### config.mk
export PLATFORM = sky130hd
export DESIGN_NAME = dsc_ram
export DESIGN_NICKNAME = d
export VERILOG_FILES = /design/src/sv/dsc_ram.sv
export SDC_FILE = /design/constraint.sdc
export NUM_CORES = 1
export LEC_CHECK = 0
export BUFFER_PORTS_ARGS = -buffer_cell sky130_fd_sc_hd__buf_2
export CAP_MARGIN = 20
export CORE_MARGIN = 1
export CORE_UTILIZATION = 42
export DETAILED_ROUTE_END_ITERATION = 6
export SLEW_MARGIN = 5
export SYNTH_ARGS = -nofsm -noshare
export SYNTH_HDL_FRONTEND = slang
export SYNTH_SLANG_ARGS = --single-unit
### constraint.sdc
create_clock -name clock -period 1.9 [get_ports clock]
set_input_delay 0.19 -clock clock [delete_from_list [all_inputs] [get_ports clock]]
set_output_delay 0.19 -clock clock [all_outputs]
set_load 0.01 [all_outputs]
### src/sv/dsc_ram.sv
// generic single-write, single-read ram with registered read data
module dsc_ram #(
   parameter int WIDTH = 8,
   parameter int DEPTH = 16
) (
   input  logic                                      clock,
   input  logic                                      wr_en,
   input  logic [((DEPTH > 1) ? $clog2(DEPTH) : 1)-1:0] wr_addr,
   input  logic [WIDTH-1:0]                          wr_data,
   input  logic                                      rd_en,
   input  logic [((DEPTH > 1) ? $clog2(DEPTH) : 1)-1:0] rd_addr,
   output logic [WIDTH-1:0]                          rd_data
);

   logic [WIDTH-1:0] mem_ff [DEPTH];
   logic [WIDTH-1:0] rd_data_ff;

   // write port
   always_ff @(posedge clock) begin
      if (wr_en) begin
         mem_ff[wr_addr] <= wr_data;
      end
   end

   // registered read port
   always_ff @(posedge clock) begin
      if (rd_en) begin
         rd_data_ff <= mem_ff[rd_addr];
      end
   end

   assign rd_data = rd_data_ff;

endmodule

==> flow_summary.json <==
{
  "status": "finished clean",
  "r2r_setup_slack_ns": 0.38,
  "crit_path_end_kind": "flop",
  "num_rows": 40,
  "synth_cell_types": 18,
  "clockBufferDepth": 2,
  "grt_pass1_wl_um": 15000,
  "postCtsHoldBufs": 0,
  "die-area_um2": 12900,
  "internal_power_uw": 5194,
  "clk-insertion-delay-late_ns": 0.41,
  "drt_iter0_drc": 196,
  "cts_setup_buffers": 0,
  "cts_root_buffer": "clkbuf_16",
  "htreeDepth": 4,
  "nets": 305,
  "synth.most_common_cell": "edfxtp_1",
  "ys.flop_type": "edfxtp_1",
  "critPathMaxFanout": 1,
  "rsz0062_at_grt": "no",
  "yosys-top-cells-area": "edfxtp_1, mux4_2, mux4_1, a22oi_1, nor2_1",
  "total_power_uw": 6614,
  "ios": 27,
  "place_congestion": 0.7237,
  "hold-worst-slack_ns": 0.1478,
  "place_area_um2": 5672,
  "slew_headroom_pct": 73.96,
  "synth_common_cells": "edfxtp_1, mux4_2, a22oi_1",
  "seqPwrFrac_pct": 51.4,
  "tns_ns": 0,
  "reg2reg_to": "rd_data[1]",
  "peakVddDrop_v": 0.0005161,
  "slowest_stage": "mux4_1",
  "vias_per_cell": 5.330,
  "drive_gt1_share_pct": 31.77,
  "p_switching_uw": 1420,
  "avgRoutedWirePerCell_um": 21.13,
  "setup_ws_ns": 0.3773,
  "leakagePower_uw": 0.002088,
  "grt_antenna_before_repair": 0,
  "core-area_um2": 12060,
  "ys_seq_elements": 136,
  "crit_family": "multiplexers",
  "critPathCapture": "rd_data[1]",
  "vias": 2489,
  "clkTransAtPathRegs_ns": 0.06,
  "final_area_um2": 6202,
  "ys_seq_area_share_pct": 78.12,
  "grt_usage_pct": 16.65,
  "overflow": 0,
  "cts_made_buffers": 17,
  "syn_area_um2": 5228,
  "start_util_pct": 43.34,
  "numClockSinks": 136,
  "cp_cell_sequence": "mux4_1 -> a22oi_1 -> nand2_1",
  "fmax_ghz": 0.6567,
  "yosys_warnings": 0,
  "max_cap_viol_count": 0,
  "die_w_um": 113.6,
  "yosys.area.top_type": "edfxtp_1",
  "power_density_nw_per_um2": 1066,
  "grt_max_degree": 31,
  "cp_data_required_time_ns": 2.03,
  "synth.top_cell.area_share_pct": 78.12,
  "critical_path.max_stage_delay_ns": 0.52,
  "dp_hpwl_um": 6268,
  "place_ws_ns": 0.1357,
  "drc": 0,
  "p_sw_share_pct": 21.47,
  "path_buf_inv": 0,
  "n_antenna_cell": 0,
  "grt_pass1_vias": 2534,
  "area_delta_synth_final_pct": 18.65,
  "final_max_slew_viol_count": 0,
  "synth_edf_count": 136,
  "cp-start-kind": "flop",
  "fin_crit_ns": 1.523,
  "io_buffer_count": 26,
  "syn_inst": 229,
  "crit_start": "mem_ff[9][1]",
  "skew_ns": 0.008444,
  "finalHoldViolations": 0,
  "ff2ff_path_depth": 3,
  "crit_cells": 3,
  "async_flop_share_pct": 0,
  "critPathArrivalTime_ns": 1.66,
  "setup_viol": 0,
  "pwr-share-comb_pct": 4.8,
  "fp.dieH_um": 113.6,
  "worstMarginPinSlew_ns": 0.3906,
  "drtAntennaViolNets": 0,
  "pwr-share-clk_pct": 43.9,
  "finalCritPeriodShare_pct": 80.14,
  "crit_type": "reg -> reg",
  "wl_um": 9869,
  "avgSynthCellArea_um2": 22.83,
  "firstDrtPassIters": 4,
  "r2r-start": "mem_ff[9][1]",
  "cts_resized": 0,
  "syn-num-nets": 248,
  "cts_tree": "yes",
  "worst_hold_path_type": "in -> reg"
}
## registers in the layout (all words and copies together) (netlist names)
register,count
rd_data,8
mem_ff,128
## final cells by class
| class | count | area [µm²] |
|---|---|---|
| clock buffers | 19 | 432.9 |
| repair buffers | 48 | 320.3 |
| multi-input cells | 83 | 1057 |
| flip-flops and latches | 136 | 4084 |
| well taps | 168 | 210.2 |
| fillers | 965 | 5859 |
| clock inverters | 13 | 97.59 |
## how the worst min path moves through the flow
stage	from	to	slack, ns	cells past startpoint
2_1_floorplan	wr_data[0]	mem_ff[0][0]	0.29	0
3_3_place_gp	rd_en	rd_data[1]	0.57	1
3_5_place_dp	rd_en	rd_data[1]	0.56	1
4_1_cts	rd_en	rd_data[2]	0.13	1
5_1_grt	rd_en	rd_data[3]	0.14	1
6_report	rd_en	rd_data[1]	0.15	1
## worst reg2reg max path: stages (launching register included)
cell and delay (ns):
edfxtp_1 0.36, mux4_1 0.52, a22oi_1 0.23, nand2_1 0.14
## cell usage in the layout, fill, tap and decap left out, drive strengths merged
cell      Yosys  layout
and2b         1       1
or3b          1       1
nand2         9       9
a22oi        16      16
nand2b        2       2
nand3         1       1
nor2b         1       1
inv           0       4
nand3b        2       2
clkinv        0       7
nor2         13      13
mux4         32      32
buf           7      48
nor3          4       4
clkinvlp      0       2
edfxtp      136     136
and2          1       1
clkbuf        0      19
## metal layers
| metal | global-route usage, % | share of wire [%] |
|---|---|---|
| met1 | 23.87 | 46 |
| met2 | 25.33 | 49 |
| met3 | 3.507 | 4.2 |
| met4 | 6.316 | 0.25 |
| met5 | 0 | 0 |
## stage by stage
| stage | instances | util [%] |
|---|---|---|
| final | 467 | 51.42 |
| after CTS | 467 | 51.42 |
| after detailed placement | 435 | 47.02 |
| after floorplan | 229 | - |
| after global placement | 435 | 47.02 |
| after global routing | 467 | 51.42 |
## power by group through the flow
stage	clock network [µW]	logic, µW	registers (µW)
6_report	2900	316	3400
2_1_floorplan	0	171	3460
3_5_place_dp	0	322	3460
3_3_place_gp	0	317	3460
4_1_cts	2950	323	3400
5_1_grt	3070	345	3400
## logic make-up (layout without fill, tap and decap cells)
| family | Yosys count | after routing | share of synthesized area (%) |
|---|---|---|---|
| flip-flops | 136 | 136 | 78.12 |
| AND/OR/NAND/NOR | 35 | 35 | 3.136 |
| multiplexers | 32 | 32 | 14.79 |
| AO/OA/AOI/OAI | 16 | 16 | 2.298 |
| buffers and inverters | 10 | 80 | 1.651 |
Note: power is estimated with default switching activity, not from simulation.
