<file path="src/sv/dsc_pkg.sv">
// shared constants, types and helpers for the dictionary segmentation check
package dsc_pkg;

   // symbol and pattern geometry fixed by the request fields
   localparam int SYM_W     = 8;
   localparam int WORD_SYMS = 8;
   localparam int SYM_IDX_W = 3;
   localparam int PAT_W     = SYM_W * WORD_SYMS;
   localparam int LEN_W     = 4;

   // parameter defaults
   localparam int MAX_PATTERN_LEN_DEF = 8;
   localparam int DICT_ENTRIES_DEF    = 512;

   // request function codes
   localparam logic [1:0] FUNC_CLEAR  = 2'd0;
   localparam logic [1:0] FUNC_ADD    = 2'd1;
   localparam logic [1:0] FUNC_SYMBOL = 2'd2;

   // control sequencer states
   typedef enum logic [1:0] {
      ST_IDLE,
      ST_SCAN,
      ST_WAIT,
      ST_FINISH
   } state_type;

   // match and reach-select chain passed from cell to cell
   typedef struct packed {
      logic match;
      logic sel;
   } chain_type;

   // controls broadcast to every cell
   typedef struct packed {
      logic sym_shift;
      logic reach_shift;
      logic restart;
   } cell_ctrl_type;

   // reorder pattern so byte a holds the symbol that must sit a places before the newest
   function automatic logic [PAT_W-1:0] align_pattern(logic [PAT_W-1:0] pat,
                                                      logic [LEN_W-1:0] len);
      logic [PAT_W-1:0] res;
      logic [LEN_W-1:0] src;
      res = '0;
      for (int a = 0; a < WORD_SYMS; a++) begin
         src = len - LEN_W'(a) - LEN_W'(1);
         if (LEN_W'(a) < len) begin
            res[a*SYM_W +: SYM_W] = pat[src[SYM_IDX_W-1:0]*SYM_W +: SYM_W];
         end
      end
      return res;
   endfunction

endpackage

</file>
<file path="src/sv/dsc_cell.sv">
// one window cell: holds a recent symbol and its reach bit, compares one pattern byte
module dsc_cell #(
   parameter int AGE = 0
) (
   input  logic                      clock,
   input  logic                      reset,
   input  dsc_pkg::cell_ctrl_type    ctrl,
   input  logic [dsc_pkg::SYM_W-1:0] sym_in,
   input  logic                      reach_in,
   output logic [dsc_pkg::SYM_W-1:0] sym_out,
   output logic                      reach_out,
   input  logic [dsc_pkg::SYM_W-1:0] pat_byte,
   input  logic [dsc_pkg::LEN_W-1:0] pat_len,
   input  dsc_pkg::chain_type        chain_in,
   output dsc_pkg::chain_type        chain_out
);

   localparam logic [dsc_pkg::LEN_W-1:0] AGE_L  = dsc_pkg::LEN_W'(AGE);
   localparam logic [dsc_pkg::LEN_W-1:0] AGE_P1 = dsc_pkg::LEN_W'(AGE + 1);
   localparam logic                      REACH_RST = (AGE == 0);

   logic [dsc_pkg::SYM_W-1:0] sym_ff, sym_in_next;
   logic                      reach_ff, reach_in_next;
   logic                      in_lane, at_len;

   // window shift and restart
   always_comb begin
      sym_in_next   = sym_ff;
      reach_in_next = reach_ff;
      if (ctrl.restart) begin
         sym_in_next   = '0;
         reach_in_next = REACH_RST;
      end else begin
         if (ctrl.sym_shift) begin
            sym_in_next = sym_in;
         end
         if (ctrl.reach_shift) begin
            reach_in_next = reach_in;
         end
      end
   end

   always_ff @(posedge clock) begin
      if (reset) begin
         sym_ff   <= '0;
         reach_ff <= REACH_RST;
      end else begin
         sym_ff   <= sym_in_next;
         reach_ff <= reach_in_next;
      end
   end

   assign sym_out   = sym_ff;
   assign reach_out = reach_ff;

   // byte compare and reach select for the pattern length
   assign in_lane = AGE_L < pat_len;
   assign at_len  = AGE_P1 == pat_len;

   assign chain_out.match = chain_in.match & (~in_lane | (pat_byte == sym_ff));
   assign chain_out.sel   = chain_in.sel | (at_len & reach_ff);

endmodule

</file>
<file path="config.mk">
export PLATFORM = sky130hd
export DESIGN_NAME = dsc_cell
export DESIGN_NICKNAME = d
export VERILOG_FILES = /design/src/sv/dsc_pkg.sv /design/src/sv/dsc_cell.sv
export SDC_FILE = /design/constraint.sdc
export NUM_CORES = 1
export LEC_CHECK = 0
export ABC_AREA = 1
export BUFFER_PORTS_ARGS = -buffer_cell sky130_fd_sc_hd__clkbuf_2
export CAP_MARGIN = 20
export CORE_MARGIN = 2
export CORE_UTILIZATION = 33
export CTS_CLUSTER_SIZE = 8
export DETAILED_ROUTE_END_ITERATION = 6
export MAX_ROUTING_LAYER = met4
export PLACE_DENSITY_LB_ADDON = 0.05
export RECOVER_POWER = 100
export SLEW_MARGIN = 20
export SYNTH_ARGS = -nofsm -noshare
export SYNTH_HDL_FRONTEND = slang
export SYNTH_SLANG_ARGS = --single-unit
</file>
<file path="constraint.sdc">
create_clock -name clock -period 0.9 [get_ports clock]
set_clock_uncertainty 0.05 [all_clocks]
set_input_delay 0.09 -clock clock [delete_from_list [all_inputs] [get_ports clock]]
set_output_delay 0.09 -clock clock [all_outputs]
set_load 0.1 [all_outputs]
</file>
==> out/metrics.yaml <==
wl_met1_um: 644
path_cells: "inv_2, nand2_1, nand2_1, nand2_1, nor2_1, nand2_1, a21oi_4, buf_12"
reg2regPathDepth: 4
rsz0062_at_grt: "yes"
port_buffers: 38
cp_num_cells: 8
min_path_cells: 3
critical_path.most_common_cell: "nand2_1"
fin_crit_ns: 1.55
die-area_um2: 1790
die_x_um: 42.4
synth_area_per_cell_um2: 6.47
yosysUniqueCellTypes: 13
core_area_um2: 1330
cap_viol_max_count: 0
die_h_um: 42.4
p_seq_share_pct: 34.0
combPwrFrac_pct: 39.8
seq_area_frac_synth_pct: 37.1
drive_gt1_share_pct: 60.4
synth-seq-cells: 9
finalSetupViolations: 11
wl_met3_um: 114
vias: 716
dp_slack_ns: -0.374
crit_fanout: 3
crit_family: "simple AND/OR/NAND/NOR gates"
cts_buffer_depth: 2
row_count: 13
hold_path_class: "in2reg"
grt_overflow: 0
grt_pass1_wl_um: 3110
cts_sinks: 9
highest_layer: "met4"
dr.first_iter.drc_count: 11
cts_max_level: 1
ioPinCount: 39
cts-buffers-inserted: 3
drt-vias-per-instance: 4.65
crit_path_start_kind: "register"
root_buffer: "clkbuf_4"
critPathCaptureType: "primary output"
initial_utilization_pct: 36.4
routed_wl_um: 1940
antenna_found_initial: 0
power.leakage_nw: 0.582
fmax_ghz: 0.644
grt_pass1_vias: 758
clk_pin_slew_ns: 0.06
synthCells: 75
cp.required_ns: 0.76
wl_met2_um: 1160
nets: 168
crit_slowest_cell: "dfxtp_4"
wl_per_cell_um: 12.6
pwr-share-clk_pct: 26.2
insertion_delay_ns: 0.27
drc: 0
diodes: 0
yosys_warnings: 0
worst_pin_slew_ns: 0.251
switching_share_pct: 35.2
violations: "negative setup slack"
max_stage_delay_ns: 0.35
path_buf_inv: 2
whs_ns: 0.00918
fin_crit_sh_pct: 172
globalplace.congestion: 0.663
synth_top_area_share_pct: 37.1
antenna_left: 0
fillerInstances: 67
fin_area_um2: 1180
area_growth_pct: 144
finalMaxSlewViolations: 0
synth_area_um2: 485
slew_headroom_pct: 83.1
ir_drop_mv: 0.994
synthTopCellsByArea: "dfxtp_1 37%, nand2_1 22%, inv_1 9.3%"
track_usage_pct: 24.1
setup_tns_ns: -2.06
internal_power_uw: 791
powerDensity_nw_per_um2: 1030
dp_hpwl_um: 1200
dpl-instance-area_um2: 1010
setup_slack_ns: -0.652
outcome: "complete, but fails checks"
yosysTopAreaCell: "dfxtp_1"
hold_viol: 0
grt_max_degree: 13
path_class: "reg2out"
worstPathArrival_ns: 1.41
synthesis.nets: 103
p_sw_uw: 429
tritoncts: "yes"
drt-pass1-iter-count: 4
cell usage after synthesis (all sizes together):
| master | number |
|---|---|
| xnor2 | 4 |
| o21bai | 1 |
| o21ai | 4 |
| dfxtp | 9 |
| o211ai | 1 |
| a21oi | 9 |
| or2 | 1 |
| inv | 13 |
| nand2 | 28 |
| buf | 1 |
| nor2 | 4 |
worst min-delay path, cell delays in order:
cell      delay, ns
clkbuf_2       0.08
nand2_1        0.06
a21oi_1        0.06
power groups by stage:
stage | clock, mW | combinational, mW | sequential (mW)
after floorplan | 0 | 0.113 | 0.528
after global placement | 0 | 0.418 | 0.416
after detailed placement | 0 | 0.423 | 0.417
after CTS | 0.323 | 0.463 | 0.413
after global routing | 0.343 | 0.515 | 0.417
final | 0.320 | 0.485 | 0.415
through the flow:
stage	total power, mW	cells	util, %
detailed placement	0.840	142	76.0
CTS	1.20	153	86.0
floorplan	0.642	75	-
global route	1.27	154	88.7
global placement	0.833	142	76.0
finish	1.22	154	88.7
area by class of cell:
cell class	instances	area [µm²]	share of cell area, %
Timing Repair Buffer	61	572	48.3
Multi-Input combinational cell	52	304	25.7
Sequential cell	9	214	18.1
Inverter	13	48.8	4.12
Clock buffer	4	26.3	2.22
Tap cell	15	18.8	1.59
path summary, 6_finish.rpt:
path	to	slack (ns)	from
worst max-delay path	chain_out[1]	-0.65	sym_out[5]
worst min-delay path	sym_out[7]	0.009	sym_in[7]
worst max register to register	sym_out[1]	0.02	sym_out[1]
worst min register to register	sym_out[0]	0.52	sym_out[0]
metal layers:
layer	vias to the layer above	global-route usage, %
met5	-	-
met4	0	9.38
met3	4	7.33
met2	36	44.9
met1	319	22.7
li1	357	-
cells in the final DEF (no fill, tap or decap), types with 3 or more instances in the layout:
| cell type | netlist | layout |
|---|---|---|
| dfxtp_4 | 0 | 9 |
| dlygate4sd3_1 | 0 | 4 |
| inv_2 | 1 | 6 |
| clkbuf_4 | 0 | 3 |
| buf_4 | 0 | 10 |
| buf_6 | 1 | 9 |
| clkbuf_2 | 0 | 27 |
| xnor2_2 | 0 | 3 |
| o21ai_0 | 4 | 4 |
| inv_1 | 12 | 7 |
| buf_12 | 0 | 11 |
| nor2_1 | 4 | 4 |
| a21oi_1 | 8 | 6 |
| nand2_1 | 28 | 26 |
state kept, by name, indices dropped and copies added (netlist names):
register	cells
reach_out	1
sym_out	8
logic make-up after synthesis:
group / after synthesis / share of synthesized area [%]
AOI/OAI and AO/OA: 15 / 17.3
xor gates and xnor gates: 4 / 7.22
and+or+nand+nor: 33 / 26.0
DFF: 9 / 37.1
buffers and inverters: 14 / 12.4
timing repair:
item,CTS,global route
gates resized for setup,14,11
endpoints found under the hold margin,3,0
setup buffers,3,4
hold buffers,4,0
endpoints found under the setup margin,11,12
pin swaps,11,0
Power figures use the tool's default switching activity.
